## config.mk

```make
export PLATFORM = sky130hd
export DESIGN_NAME = loud_burst_detector
export DESIGN_NICKNAME = d
export VERILOG_FILES = /design/src/design/lbd_pkg.sv /design/src/design/loud_burst_detector.sv /design/src/design/lbd_regs.sv
export SDC_FILE = /design/constraint.sdc
export NUM_CORES = 1
export LEC_CHECK = 0
export ABC_CLOCK_PERIOD_IN_PS = 6990
export CORE_ASPECT_RATIO = 1.5
export CORE_UTILIZATION = 50
export CTS_CLUSTER_SIZE = 14
export DETAILED_ROUTE_END_ITERATION = 10
export DONT_BUFFER_PORTS = 1
export SLEW_MARGIN = 20
export SYNTH_ARGS = -nofsm -noshare
export SYNTH_HDL_FRONTEND = slang
export SYNTH_SLANG_ARGS = --single-unit
```

## constraint.sdc

```tcl
create_clock -name clk -period 6.99 [get_ports clk]
set_input_delay 1.398 -clock clk [delete_from_list [all_inputs] [get_ports clk]]
set_output_delay 1.398 -clock clk [all_outputs]
set_load 0.01 [all_outputs]
```

## src/design/lbd_pkg.sv

```systemverilog
// ============================================================================
// lbd_pkg - shared types and constants for the loud burst detector
// Payload structs, configuration register map and reset values.
// ============================================================================
`default_nettype none

package lbd_pkg;

    // Register file address width: four 32-bit registers at 4-byte spacing
    localparam int ADDR_W = 4;
    localparam int DATA_W = 32;

    // Reset values of the configuration registers
    localparam logic [11:0] THRESHOLD_RST = 12'd2100;
    localparam logic [31:0] SPAN_RST      = 32'd10000;
    localparam logic [31:0] SILENCE_RST   = 32'd5000;
    localparam logic [31:0] COOLDOWN_RST  = 32'd15000;

    // Register index, taken from paddr[3:2]
    typedef enum logic [1:0] {
        REG_LEVEL_THRESHOLD = 2'd0,
        REG_SPAN_MS         = 2'd1,
        REG_SILENCE_MS      = 2'd2,
        REG_COOLDOWN_MS     = 2'd3
    } reg_idx_t;

    typedef struct packed {
        logic [11:0] level_threshold;
        logic [31:0] span_ms;
        logic [31:0] silence_ms;
        logic [31:0] cooldown_ms;
    } cfg_t;

    typedef struct packed {
        logic [11:0] sample;
        logic [31:0] time_ms;
    } sample_t;

    typedef struct packed {
        logic       alert;
        logic       is_peak;
        logic [3:0] peaks_held;
    } result_t;

endpackage

`default_nettype wire

```

## src/design/loud_burst_detector.sv

```systemverilog
// ============================================================================
// loud_burst_detector - peak counter with burst alert
// Counts samples above a threshold, keeps the times of the last N peaks and
// alerts when N peaks fall inside the window outside the cooldown.
// ============================================================================
//
//  channel  | direction | handshake                    | payload
//  ---------+-----------+------------------------------+---------------------
//  sample   | in        | sample_valid / sample_stall  | sample_data (sample_t)
//  result   | out       | result_valid / result_stall  | result_data (result_t)
//  config   | in        | APB psel/penable/pwrite      | paddr, pwdata, prdata
//
//  One transaction per clock sustained while result_stall is low. A sample taken
//  at an edge is held in the input register, and its result is then loaded into
//  the result register, which drives result_valid.
//  The step logic (three 32-bit wrapped differences and compares, one ring
//  write) sits between the input register and the result register.
//  Reset clears the configuration to defaults and the ring, slot, tally and
//  time registers to zero; no clearing pass is needed.
//  result_stall holds the result register; the input register then fills and
//  sample_stall rises only once both stages are occupied.
//
`default_nettype none

module loud_burst_detector #(
    parameter int PEAKS_NEEDED = 5   // 1..8
) (
    input  wire logic                       clk,
    input  wire logic                       rst_n,
    // sample channel
    input  wire logic                       sample_valid,
    output logic                            sample_stall,
    input  wire lbd_pkg::sample_t           sample_data,
    // result channel
    output logic                            result_valid,
    input  wire logic                       result_stall,
    output lbd_pkg::result_t                result_data,
    // configuration
    input  wire logic                       psel,
    input  wire logic                       penable,
    input  wire logic                       pwrite,
    input  wire logic [lbd_pkg::ADDR_W-1:0] paddr,
    input  wire logic [lbd_pkg::DATA_W-1:0] pwdata,
    output logic      [lbd_pkg::DATA_W-1:0] prdata,
    output logic                            pready
);

    localparam int          SLOT_W     = (PEAKS_NEEDED > 1) ? $clog2(PEAKS_NEEDED) : 1;
    localparam logic [SLOT_W-1:0] SLOT_LAST = SLOT_W'(PEAKS_NEEDED - 1);
    localparam logic [3:0]  TALLY_FULL = 4'(PEAKS_NEEDED);

    lbd_pkg::cfg_t cfg;

    lbd_regs u_regs (
        .clk     (clk),
        .rst_n   (rst_n),
        .psel    (psel),
        .penable (penable),
        .pwrite  (pwrite),
        .paddr   (paddr),
        .pwdata  (pwdata),
        .prdata  (prdata),
        .cfg     (cfg)
    );

    assign pready = 1'b1;

    // ------------------------------------------------------------------
    // Handshake: input register -> step logic -> result register
    // ------------------------------------------------------------------
    logic             in_valid_reg, in_valid_next;
    lbd_pkg::sample_t in_reg, in_next;
    logic             res_valid_reg, res_valid_next;
    lbd_pkg::result_t res_reg, res_next;

    logic out_busy;   // result register holds a transaction that is not taken
    logic step_en;    // the input register's transaction is processed now

    assign out_busy     = res_valid_reg && result_stall;
    assign sample_stall = in_valid_reg && out_busy;
    assign step_en      = in_valid_reg && !out_busy;

    // ------------------------------------------------------------------
    // Detector state
    // ------------------------------------------------------------------
    logic [31:0]       ring_reg [PEAKS_NEEDED];
    logic [31:0]       ring_next [PEAKS_NEEDED];
    logic [SLOT_W-1:0] slot_reg, slot_next;
    logic [3:0]        tally_reg, tally_next;
    logic [31:0]       last_peak_reg, last_peak_next;
    logic [31:0]       last_alert_reg, last_alert_next;

    // Step logic
    logic [31:0]       now;
    logic              peak;
    logic [SLOT_W-1:0] slot_adv;
    logic [3:0]        tally_inc;
    logic [31:0]       oldest;
    logic              in_window;
    logic              cooled;
    logic              quiet_long;
    logic              alert;

    always_comb
    begin
        now      = in_reg.time_ms;
        peak     = in_reg.sample > cfg.level_threshold;
        slot_adv = (slot_reg == SLOT_LAST) ? '0 : slot_reg + SLOT_W'(1);
        tally_inc = (tally_reg < TALLY_FULL) ? tally_reg + 4'd1 : tally_reg;

        // Oldest peak is the slot the next peak will overwrite; with a single
        // slot that is the entry written by this very peak.
        oldest     = (slot_adv == slot_reg) ? now : ring_reg[slot_adv];
        in_window  = (now - oldest) <= cfg.span_ms;
        cooled     = (now - last_alert_reg) > cfg.cooldown_ms;
        quiet_long = (now - last_peak_reg) > cfg.silence_ms;
        alert      = peak && (tally_inc == TALLY_FULL) && in_window && cooled;

        ring_next       = ring_reg;
        slot_next       = slot_reg;
        tally_next      = tally_reg;
        last_peak_next  = last_peak_reg;
        last_alert_next = last_alert_reg;

        if (step_en)
        begin
            if (peak)
            begin
                ring_next[slot_reg] = now;
                slot_next           = slot_adv;
                last_peak_next      = now;
                tally_next          = alert ? 4'd0 : tally_inc;
                if (alert)
                begin
                    last_alert_next = now;
                end
            end
            else if ((tally_reg != 4'd0) && quiet_long)
            begin
                tally_next = 4'd0;
            end
        end
    end

    // Handshake next state
    always_comb
    begin
        in_valid_next = in_valid_reg;
        in_next       = in_reg;
        if (!sample_stall)
        begin
            in_valid_next = sample_valid;
            in_next       = sample_data;
        end

        res_valid_next = res_valid_reg;
        res_next       = res_reg;
        if (!out_busy)
        begin
            res_valid_next = in_valid_reg;
            if (in_valid_reg)
            begin
                res_next.alert      = alert;
                res_next.is_peak    = peak;
                res_next.peaks_held = tally_next;
            end
        end
    end

    always_ff @(posedge clk or negedge rst_n)
    begin
        if (!rst_n)
        begin
            in_valid_reg   <= 1'b0;
            res_valid_reg  <= 1'b0;
            slot_reg       <= '0;
            tally_reg      <= 4'd0;
            last_peak_reg  <= 32'd0;
            last_alert_reg <= 32'd0;
            for (int i = 0; i < PEAKS_NEEDED; i++)
            begin
                ring_reg[i] <= 32'd0;
            end
        end
        else
        begin
            in_valid_reg   <= in_valid_next;
            res_valid_reg  <= res_valid_next;
            slot_reg       <= slot_next;
            tally_reg      <= tally_next;
            last_peak_reg  <= last_peak_next;
            last_alert_reg <= last_alert_next;
            ring_reg       <= ring_next;
        end
    end

    // Payload registers
    always_ff @(posedge clk)
    begin
        in_reg  <= in_next;
        res_reg <= res_next;
    end

    assign result_valid = res_valid_reg;
    assign result_data  = res_reg;

    // ------------------------------------------------------------------
    // Assertions
    // ------------------------------------------------------------------
    a_alert_needs_peak: assert property (@(posedge clk) disable iff (!rst_n)
        result_valid && result_data.alert |-> result_data.is_peak)
        else $error("alert without a peak");

    a_alert_clears_tally: assert property (@(posedge clk) disable iff (!rst_n)
        result_valid && result_data.alert |-> result_data.peaks_held == 4'd0)
        else $error("alert left a non-zero tally");

    a_tally_bounded: assert property (@(posedge clk) disable iff (!rst_n)
        tally_reg <= TALLY_FULL)
        else $error("tally above peak count");

    a_stall_only_when_full: assert property (@(posedge clk) disable iff (!rst_n)
        sample_stall |-> in_valid_reg && result_valid && result_stall)
        else $error("input stalled with room in the pipeline");

endmodule

`default_nettype wire

```

## src/design/lbd_regs.sv

```systemverilog
// ============================================================================
// lbd_regs - APB configuration register file
// Four registers, written on the access phase, read back zero-extended.
// ============================================================================
`default_nettype none

module lbd_regs (
    input  wire logic                      clk,
    input  wire logic                      rst_n,
    input  wire logic                      psel,
    input  wire logic                      penable,
    input  wire logic                      pwrite,
    input  wire logic [lbd_pkg::ADDR_W-1:0] paddr,
    input  wire logic [lbd_pkg::DATA_W-1:0] pwdata,
    output logic      [lbd_pkg::DATA_W-1:0] prdata,
    output lbd_pkg::cfg_t                  cfg
);

    lbd_pkg::cfg_t    cfg_reg;
    lbd_pkg::cfg_t    cfg_next;
    lbd_pkg::reg_idx_t idx;
    logic             wr_en;

    assign idx   = lbd_pkg::reg_idx_t'(paddr[3:2]);
    assign wr_en = psel && penable && pwrite;

    always_comb
    begin
        cfg_next = cfg_reg;
        if (wr_en)
        begin
            unique case (idx)
                lbd_pkg::REG_LEVEL_THRESHOLD: cfg_next.level_threshold = pwdata[11:0];
                lbd_pkg::REG_SPAN_MS:         cfg_next.span_ms         = pwdata;
                lbd_pkg::REG_SILENCE_MS:      cfg_next.silence_ms      = pwdata;
                lbd_pkg::REG_COOLDOWN_MS:     cfg_next.cooldown_ms     = pwdata;
            endcase
        end
    end

    always_ff @(posedge clk or negedge rst_n)
    begin
        if (!rst_n)
        begin
            cfg_reg.level_threshold <= lbd_pkg::THRESHOLD_RST;
            cfg_reg.span_ms         <= lbd_pkg::SPAN_RST;
            cfg_reg.silence_ms      <= lbd_pkg::SILENCE_RST;
            cfg_reg.cooldown_ms     <= lbd_pkg::COOLDOWN_RST;
        end
        else
        begin
            cfg_reg <= cfg_next;
        end
    end

    always_comb
    begin
        unique case (idx)
            lbd_pkg::REG_LEVEL_THRESHOLD: prdata = {20'd0, cfg_reg.level_threshold};
            lbd_pkg::REG_SPAN_MS:         prdata = cfg_reg.span_ms;
            lbd_pkg::REG_SILENCE_MS:      prdata = cfg_reg.silence_ms;
            lbd_pkg::REG_COOLDOWN_MS:     prdata = cfg_reg.cooldown_ms;
        endcase
    end

    assign cfg = cfg_reg;

endmodule

`default_nettype wire

```

==> results of run 1 <==
[final timing paths]
path	depth (start not counted)	endpoint	start	slack, ps
min in group asynchronous	0	u_regs.cfg[104]	rst_n	540
hold reg to reg	2	last_peak_reg[0]	last_peak_reg[0]	490
setup / recovery	26	last_alert_reg[17]	slot_reg[1]	400
setup reg to reg	26	last_alert_reg[17]	slot_reg[1]	400
max in group asynchronous	0	ring_reg[61]	rst_n	5200
hold / removal	2	last_peak_reg[0]	last_peak_reg[0]	490
[cell type report]
class,instances,area (um2),share of cell area
clock buffer,63,1250,0.04877
timing repair buffer,39,305.3,0.01191
clock inverter,14,196.4,0.007665
tap,588,735.7,0.02871
multi-input combinational,1595,12360,0.4824
inverter,191,716.9,0.02797
sequential,391,10060,0.3926
[power groups by stage]
stage | Sequential, uW | Clock [uW] | Combinational, uW
floorplan | 3420 | 0 | 6240
global placement | 3520 | 0 | 7980
detailed placement | 3570 | 0 | 8230
CTS | 3530 | 2380 | 8290
global route | 3630 | 2460 | 9290
finish | 3530 | 2320 | 8310
[metal layers]
layer / part of all wire / up-vias / GRT usage / wire [um]
met1: 0.43 / 8317 / 0.3113 / 25250
met3: 0.037 / 96 / 0.02934 / 2133
li1: - / 8128 / - / -
met5: 0 / - / 0 / 0
met4: 0.030 / 0 / 0.08337 / 1754
met2: 0.50 / 312 / 0.4337 / 29070
[metrics by stage]
stage | hold WS [ps] | power (uW) | instances | instance area [um2] | setup TNS, ps
after floorplan | 449.8 | 9664 | 2261 | 23420 | 0
after global placement | 467.2 | 11500 | 2803 | 24150 | 0
after detailed placement | 476.0 | 11800 | 2803 | 24150 | 0
after CTS | 490.6 | 14190 | 2880 | 25600 | 0
after global routing | 516.1 | 15380 | 2881 | 25630 | -12.27
final | 490.9 | 14160 | 2881 | 25630 | 0
[cell usage after synthesis (4+ instances only)]
cell type / number / area [um2]
dfrtp_1: 320 / 8008
mux2_2: 235 / 2646
nand2_1: 227 / 852.1
ha_1: 206 / 2577
inv_1: 191 / 716.9
o21ai_0: 172 / 860.8
a21oi_1: 136 / 680.7
a21o_1: 68 / 510.5
nor2_1: 66 / 247.7
clkbuf_1: 55 / 206.5
edfxtp_1: 50 / 1501
xnor2_1: 46 / 402.9
a31oi_1: 36 / 225.2
nand4_1: 34 / 212.7
xor2_1: 31 / 271.5
o21a_1: 29 / 217.7
o221ai_1: 28 / 245.2
nand3_1: 24 / 120.1
nor2b_1: 22 / 137.6
a22o_1: 21 / 183.9
dfstp_2: 21 / 551.8
nand2b_1: 21 / 131.4
buf_2: 20 / 100.1
a211oi_1: 13 / 97.59
mux4_2: 12 / 270.3
nor3_1: 12 / 60.06
o211ai_1: 10 / 75.07
or3_1: 10 / 62.56
and3_1: 9 / 56.30
o21bai_1: 9 / 67.56
and2_1: 8 / 50.05
buf_1: 8 / 30.03
or2_2: 7 / 43.79
a31o_2: 6 / 52.55
o31ai_1: 6 / 45.04
a21boi_0: 5 / 37.54
a22oi_1: 4 / 30.03
[worst min-delay path, delay by kind of cell, from the launching register on]
kind | cells | cell delay, ps
compound gates | 1 | 60
simple gates | 1 | 50
flops | 1 | 350
[what timing repair did]
item / in CTS / in global routing
endpoints found under the hold margin: 0 / 0
setup buffers: 0 / 1
setup endpoints to repair: 31 / 35
gates resized for setup: 2 / 5
pin swaps: 0 / 2
[cell families after synthesis]
logic type	count (synthesis)	share of synthesized area
AOI/OAI and AO/OA	595	0.1646
and+or+nand+nor	461	0.09196
DFF	391	0.4297
buffers and inverters	275	0.04531
muxes	252	0.1268
adders and majority gates	209	0.1126
xor gates and xnor gates	77	0.02880
other	1	0.0001602
==> results.md, run 1 <==
- Min Tclk post-route: 6588 ps
- Sequential group share of total power: 0.249
- Largest net degree at the start of global routing: 342
- Cell Int Power: 8210 uW
- Fill cell count: 4035
- Worst setup path class: reg2reg
- Endpoints failing setup: 0
- Post-DRT Antenna Nets: 0
- Num CTS Buffers: 42
- Headroom to the max-slew limit: -0.03814
- Final design utilization: 0.5571
- Yosys cell types: 89
- Status: finished, violations left
- Vias in the first global route: 17140
- Nature of the critical path startpoint: register
- Fmax: 151.8 MHz
- Total track usage: 0.2471
- Io pins: 128
- Pre-CTS WS: 35.34 ps
- Fin worst setup slack: 401.9 ps
- Wirelength per Cell: 20.20 um
- Number of flip-flops in the largest register: 160
- Layout Skew: 23.83 ps
- Htree depth: 2
- Clock root buffer: clkbuf_16
- Peak VDD IR: 0.2713 mV
- Pleak: 0.01161 uW
- GPL Wtd Cong: 0.9111
- Core ar.: 0.04600 mm2
- Asr flop ratio synth: 0.8721
- Commonest non-fill, non-tap cells in the layout: dfrtp_1 (320), mux2_2 (235), nand2_1 (225), ha_1 (206), inv_1 (191)
- Area delta synth->final: 9.453%
- Clk_lat worst skew: 560 ps
- Switch Pwr: 5954 uW
- GRT overflow: 0
- Yosys reg bits: 391
- Clock Path Buffers: 3
- Maximum fanout along the worst path: 32
- Antenna cells: 0
- Worst Max-Slew Pin Slew: 1557 ps
- Worst path required time: 7410 ps
- Critical Path Max Stage Delay: 460 ps
- Rows: 96
- Clock share of power: 0.164
- Commonest non-fill, non-tap cell in the layout: dfrtp_1
- First-pass GRT wire length: 91580 um
- Starting density of the core: 0.5090
- Fin nets: 2556
- Register area share after synthesis: 0.4297
- Die span in x: 178.7 um
- Remaining DRCs: 0
- Detailed Routing Iterations Pass 1: 7
- CP bufs+invs: 3
- Slowest cell on crit path: dfrtp_1
- Initial antenna violation count: 0
- Hold bufs inserted after CTS: 0
- Die ar.: 0.04772 mm2
- Tcrit/Tclk final: 0.9425
- Dpl hpwl: 42540 um
- Gate Count Post-Synth: 2261
- Port Buf Inserts: 0
- Min-delay worst type: reg2reg
- Yosys warns: 0
- Data arrival, critical path: 7010 ps
- Hold Vio Cnt, Final: 0
- Clk slew on worst S/H paths: 60 ps
- CTS tree: built
- DRT Wirelength: 58210 um
- Power per cell area: 552.7 mW/mm2
- Share of total power in combinational logic: 0.587
- Via density: 5.850
- Vias: 16850
- Syn Nets: 2557
- Layout cells sized above 1: 0.1836
- Synth Cell Area: 0.02341 mm2
- Worst Setup End Kind: register
- Switching Fraction: 0.4203
- Sink Count: 391
- Final slew viol count: 70
- Violated checks: slew limit
- Post-synth top flop: dfrtp_1
- Die Y: 267.0 um
- Mean post-synth cell area: 10.36 um2
- Max-cap violations: 0
- EDFF count, synth: 50
- Worst path top cell family by delay: simple AND/OR/NAND/NOR gates
- DRT iter0 DRCs: 899
(Power assumes the default switching activity.)
==> run 2, diff against run 1 <==
--- a/config.mk
+++ b/config.mk
@@ -6,11 +6,14 @@
 export NUM_CORES = 1
 export LEC_CHECK = 0
 export ABC_CLOCK_PERIOD_IN_PS = 6990
+export CELL_PAD_IN_SITES_DETAIL_PLACEMENT = 0
+export CELL_PAD_IN_SITES_GLOBAL_PLACEMENT = 1
 export CORE_ASPECT_RATIO = 1.5
 export CORE_UTILIZATION = 50
 export CTS_CLUSTER_SIZE = 14
 export DETAILED_ROUTE_END_ITERATION = 10
 export DONT_BUFFER_PORTS = 1
+export PLACE_DENSITY_LB_ADDON = 0.1
 export SLEW_MARGIN = 20
 export SYNTH_ARGS = -nofsm -noshare
 export SYNTH_HDL_FRONTEND = slang
==> run 2 against run 1 <==
Compared with the run above:
- the flow now finishes without violations
- setup slack gained 49 ps
- via count shrank 0.71%
- clock power shrank 7%
- hold slack gained 1.3 ps
- maximum frequency grew 0.74%
- count of clock-buffer cells in the layout shrank 4
- core utilization shrank 0.16 points
- non-clock buffer count grew 7
- final area shrank 0.28%
==> results.md, run 2 (synthesis results as in run 1) <==
- Maximum fanout along the worst path: 32 (unchanged)
- Data arrival, critical path: 6960 ps (was 7010 ps)
- Vias: 16730 (was 16850)
- Rows: 96 (unchanged)
- Commonest non-fill, non-tap cell in the layout: dfrtp_1 (unchanged)
- Worst Setup End Kind: register (unchanged)
- Clk slew on worst S/H paths: 60 ps (about the same)
- Number of flip-flops in the largest register: 160 (unchanged)
- Power per cell area: 548.2 mW/mm2 (was 552.7 mW/mm2)
- DRT iter0 DRCs: 907 (was 899)
- Fmax: 152.9 MHz (was 151.8 MHz)
- Worst setup path class: reg2reg (unchanged)
- Via density: 5.800 (was 5.850)
- Crit-path most repeated cell: nand4_1
- GPL Wtd Cong: 0.9003 (was 0.9111)
- Cell Int Power: 8060 uW (was 8210 uW)
- M2 GR Usage: 0.4487 (was 0.4337)
- First-pass GRT wire length: 93770 um (was 91580 um)
- Vias in the first global route: 17190 (was 17140)
- Peak VDD IR: 0.2580 mV (was 0.2713 mV)
- Tcrit/Tclk final: 0.9355 (was 0.9425)
- Starting density of the core: 0.5090 (unchanged)
- Nature of the critical path startpoint: register (unchanged)
- Max-cap violations: 0 (unchanged)
- Largest net degree at the start of global routing: 342 (unchanged)
- Antenna cells: 0 (unchanged)
- Fin nets: 2562 (was 2556)
- Clock share of power: 0.154 (was 0.164)
- Port Buf Inserts: 0 (unchanged)
- Pleak: 0.01157 uW (was 0.01161 uW)
- DRT Wirelength: 59610 um (was 58210 um)
- Layout cells sized above 1: 0.1824 (was 0.1836)
- Total Power: 14010 uW (was 14160 uW)
- Dpl hpwl: 43380 um (was 42540 um)
- Min Tclk post-route: 6539 ps (was 6588 ps)
- Reg2Reg Setup Slack: 450 ps (was 400 ps)
- Hold Vio Cnt, Final: 0 (unchanged)
- Final Instance Area: 0.02556 mm2 (was 0.02563 mm2)
- Final slew viol count: 0 (was 70)
- Die span in x: 178.7 um (unchanged)
- Switching Fraction: 0.4247 (was 0.4203)
- Min-delay worst type: reg2reg (unchanged)
- Global routing usage on met3: 0.03006 (was 0.02934)
- Clock root buffer: clkbuf_16 (unchanged)
- Headroom to the max-slew limit: 0.4844 (was -0.03814)
- Sum of negative setup slack: 0 ps (unchanged)
- Commonest non-fill, non-tap cells in the layout: dfrtp_1 (320), mux2_2 (235), nand2_1 (225), ha_1 (206), inv_1 (191) (unchanged)
- Sequential group share of total power: 0.251 (was 0.249)
- Die Y: 267.0 um (unchanged)
- GRT overflow: 0 (unchanged)
- Io pins: 128 (unchanged)
- Area delta synth->final: 9.143% (was 9.453%)
- Switch Pwr: 5951 uW (was 5954 uW)
- Remaining DRCs: 0 (unchanged)
- Wirelength per Cell: 20.66 um (was 20.20 um)
- Clock Path Buffers: 3 (unchanged)
- Num CTS Buffers: 41 (was 42)
- Share of total power in combinational logic: 0.595 (was 0.587)
- Slowest cell on crit path: dfrtp_1 (unchanged)
- Endpoints failing setup: 0 (unchanged)
- Post-DRT Antenna Nets: 0 (unchanged)
- Cell area after placement: 0.02418 mm2 (was 0.02415 mm2)
- Die ar.: 0.04772 mm2 (unchanged)
- Layout Skew: 17.53 ps (was 23.83 ps)
- Sink Count: 391 (unchanged)
- Initial antenna violation count: 0 (unchanged)
- Clk_lat worst skew: 550 ps (was 560 ps)
- Met1 GRT Util: 0.3287 (was 0.3113)
- Critical Path Max Stage Delay: 380 ps (was 460 ps)
- CTS tree: built (unchanged)
- Htree depth: 2 (unchanged)
- Core ar.: 0.04600 mm2 (unchanged)
- GR peak layer: met2 (unchanged)
- Detailed Routing Iterations Pass 1: 5 (was 7)
- Total track usage: 0.2561 (was 0.2471)
- Status: completed (was finished, violations left)
- Worst path required time: 7410 ps (about the same)
- Worst Max-Slew Pin Slew: 773.3 ps (was 1557 ps)
-- run 2: changes by cell type in the layout (fill, tap and decap cells not counted), moves of 2 or more --
cell and change:
buf_4 +6, bufinv_16 -2, clkbuf_1 +3, clkbuf_8 -7, clkinv_1 +3
-- run 2: metal layers --
| metal | routed length, um | up-vias | part of all wire |
|---|---|---|---|
| met1 | 25910 | 8183 | 0.43 |
| met5 | 0 | - | 0 |
| li1 | - | 8140 | - |
| met2 | 29670 | 320 | 0.50 |
| met3 | 2484 | 90 | 0.042 |
| met4 | 1546 | 0 | 0.026 |
-- run 2: power by group through the flow --
stage          registers (uW)  clock network (uW)  logic [uW]
2_1_floorplan            3420                   0        6240
3_3_place_gp             3510                   0        8050
5_1_grt                  3620                2300        9360
4_1_cts                  3510                2220        8310
3_5_place_dp             3550                   0        8270
6_report                 3510                2150        8340
-- run 2: repair_timing --
action	in CTS	in global routing
endpoints found under the setup margin	0	37
buffers inserted	0	3
gates resized for setup	0	8
hold buffers	0	0
-- run 2: final timing paths --
check,cells past startpoint,to,start
setup / recovery,28,last_alert_reg[29],slot_reg[0]
hold / removal,1,ring_reg[119],ring_reg[119]
setup reg to reg,28,last_alert_reg[29],slot_reg[0]
hold reg to reg,1,ring_reg[119],ring_reg[119]
max in group asynchronous,0,ring_reg[125],rst_n
min in group asynchronous,0,u_regs.cfg[38],rst_n
-- run 2: stage by stage --
step                  util  cells  setup WS (ps)  hold slack [ps]
global placement    0.5257   2808          169.4            465.6
finish              0.5555   2885          450.5            492.1
CTS                 0.5540   2882          46.32            493.0
detailed placement  0.5257   2808          82.87            477.5
global route        0.5555   2885        -0.4756            508.4
floorplan                -   2261          730.1            449.8
-- run 2: worst max-delay path, delay by kind of cell, from the launching register on --
kind	cells	cell delay [ps]
AO/OA/AOI/OAI	9	2140
flip-flops	1	380
multiplexers	1	380
adder cells (fa/ha/maj)	3	770
buffers and inverters	5	940
AND/OR/NAND/NOR	10	1780
-- run 2: area by class of cell --
class / count / area, um2
Clock inverter: 15 / 137.6
Clock buffer: 59 / 1165
Fill cell: 4110 / 20450
Inverter: 191 / 716.9
Timing Repair Buffer: 46 / 361.6
Tap cell: 588 / 735.7
Multi-Input combinational cell: 1595 / 12380
Sequential cell: 391 / 10060
==> run 3, diff against run 2 <==
==> constraint.sdc (replaced) <==
create_clock -name clk -period 6.99 [get_ports clk]
set_input_delay 0.3495 -clock clk [delete_from_list [all_inputs] [get_ports clk]]
set_output_delay 0.3495 -clock clk [all_outputs]
set_load 0.01 [all_outputs]
==> run 3 against run 2 <==
Compared with the run above:
- largest power group unchanged
- critical path type unchanged
- sequential cell count unchanged
- via count increased by 2.6%
- the flow now finishes with violations (hold timing)
- cell count increased by 2.5%
- wire length increased by 1.1%
- power increased by 0.62%
- setup slack got worse by 23 ps
- die area unchanged
==> results.md, run 3 (synthesis results as in run 1) <==
- CTS tree: built (unchanged)
- Max-cap violations: 0 (unchanged)
- Headroom to the max-slew limit: 0.2678 (was 0.4844)
- Die span in x: 178.7 um (unchanged)
- Worst path top cell family by delay: compound AO/OA/AOI/OAI gates (unchanged)
- Area delta synth->final: 12.56% (was 9.143%)
- Port Buf Inserts: 0 (unchanged)
- Layout Skew: 21.23 ps (was 17.53 ps)
- Sink Count: 391 (unchanged)
- Number of flip-flops in the largest register: 160 (unchanged)
- Die Y: 267.0 um (unchanged)
- Power per cell area: 534.9 mW/mm2 (was 548.2 mW/mm2)
- Io pins: 128 (unchanged)
- Worst setup path class: reg2reg (unchanged)
- Post-CTS Setup Inserts: 0 (unchanged)
- Fin worst setup slack: 427.2 ps (was 450.5 ps)
- RSZ-0062 raised after global routing: no
- Via density: 5.803 (was 5.800)
- GPL Wtd Cong: 0.8901 (was 0.9003)
- Fin cells: 2957 (was 2885)
- Core ar.: 0.04600 mm2 (unchanged)
- Endpoints failing setup: 0 (unchanged)
- Commonest non-fill, non-tap cell in the layout: dfrtp_1 (unchanged)
- Peak VDD IR: 0.2487 mV (was 0.2580 mV)
- Starting density of the core: 0.5090 (unchanged)
- CP bufs+invs: 3 (was 5)
- Antenna cells: 0 (unchanged)
- Dpl hpwl: 43340 um (was 43380 um)
- Final slew viol count: 0 (unchanged)
- Largest net degree at the start of global routing: 342 (unchanged)
- Remaining DRCs: 0 (unchanged)
- Clk slew on worst S/H paths: 60 ps (about the same)
- Clk_lat worst skew: 570 ps (was 550 ps)
- Violated checks: hold timing
- First-pass GRT wire length: 94030 um (was 93770 um)
- Detailed Routing Iterations Pass 1: 5 (unchanged)
- Layout cells sized above 1: 0.1743 (was 0.1824)
- Htree depth: 2 (unchanged)
- Post-DRT Antenna Nets: 0 (unchanged)
- Num CTS Buffers: 41 (unchanged)
- Hold bufs inserted after CTS: 78 (was 0)
- Fmax: 152.4 MHz (was 152.9 MHz)
- Sum of negative setup slack: 0 ps (unchanged)
- GRT overflow: 0 (unchanged)
- Worst Max-Slew Pin Slew: 1090 ps (was 773.3 ps)
- Critical Path Max Stage Delay: 490 ps (was 380 ps)
- Final design utilization: 0.5729 (was 0.5555)
- Hold Vio Cnt, Final: 341 (was 0)
- Wirelength per Cell: 20.38 um (was 20.66 um)
- Die ar.: 0.04772 mm2 (unchanged)
- Tcrit/Tclk final: 0.9389 (was 0.9355)
- Commonest non-fill, non-tap cells in the layout: dfrtp_1 (320), mux2_2 (235), nand2_1 (226), ha_1 (206), inv_1 (191) (was dfrtp_1 (320), mux2_2 (235), nand2_1 (225), ha_1 (206), inv_1 (191))
- Vias: 17160 (was 16730)
- Cells after DPL: 2803 (was 2808)
- Slowest cell on crit path: o31ai_2 (was dfrtp_1)
- Pleak: 0.01192 uW (was 0.01157 uW)
- DRT Wirelength: 60270 um (was 59610 um)
- Maximum fanout along the worst path: 32 (unchanged)
- Data arrival, critical path: 7000 ps (was 6960 ps)
- Vias in the first global route: 17430 (was 17190)
- Clock Path Buffers: 3 (unchanged)
- Rows: 96 (unchanged)
- Worst hold slack: -511.3 ps (was 492.1 ps)
- Min Tclk post-route: 6563 ps (was 6539 ps)
- Min-delay worst type: in2async (was reg2reg)
- R2R cell count: 26 (was 28)
- Total track usage: 0.2552 (was 0.2561)
- Stages on the worst setup path: 26 (was 28)
- Fin nets: 2632 (was 2562)
- Nature of the critical path startpoint: register (unchanged)
- Worst path required time: 7430 ps (was 7410 ps)
- Initial antenna violation count: 1 (was 0)
- Pre-CTS WS: 174.6 ps (was 82.87 ps)
- Worst Setup End Kind: register (unchanged)
- Clock root buffer: clkbuf_16 (unchanged)
- Status: finished, violations left (was completed)
- DRT iter0 DRCs: 910 (was 907)
[run 3: changes by cell type in the layout (fill, tap and decap cells not counted), moves of 2 or more]
cell           before  now
clkinv_8            0    2
clkbuf_8            5    8
clkinv_1            3    0
nand2_2             2    0
dlygate4sd3_1       0   78
clkinvlp_4          2    0
buf_4              44   35
[run 3: repair_timing]
action,in CTS,in global routing
endpoints found under the hold margin,495,341
gates resized for setup,0,9
endpoints found under the setup margin,0,35
[run 3: power breakdown]
part	switching [uW]	internal, uW	total [uW]
registers	434	3100	3530
logic	4590	3730	8320
clock network	932	1310	2240
[run 3: stage by stage]
stage,power [uW],instance area (um2)
2_1_floorplan,9664,23420
3_3_place_gp,11570,24160
6_report,14100,26360
4_1_cts,14150,26320
5_1_grt,15290,26360
3_5_place_dp,11800,24160
[run 3: metal layers]
metal	share of wire	vias to the layer above	track usage	wire length (um)
met1	0.44	8457	0.3276	26580
met2	0.49	306	0.4448	29720
li1	-	8306	-	-
met3	0.038	89	0.02906	2279
met5	0.00022	-	0	13
met4	0.028	2	0.07971	1682
[run 3: final cells by class]
cell class                      instances  area [um2]
Fill cell                            4028       19650
Multi-Input combinational cell       1595       12380
Sequential cell                       391       10060
Clock buffer                           63        1210
Timing Repair Buffer                  116        1086
Tap cell                              588       735.7
Inverter                              191       716.9
Clock inverter                         13       170.2
[run 3: worst paths after layout]
kind	startpoint	endpoint	slack, ps
max	slot_reg[1]	last_alert_reg[15]	430
min	rst_n	u_regs.cfg[37]	-510
max reg2reg	slot_reg[1]	last_alert_reg[15]	430
min reg2reg	last_peak_reg[1]	last_peak_reg[1]	480
max in group asynchronous	rst_n	ring_reg[124]	6980
min in group clk	paddr[2]	u_regs.cfg[44]	350
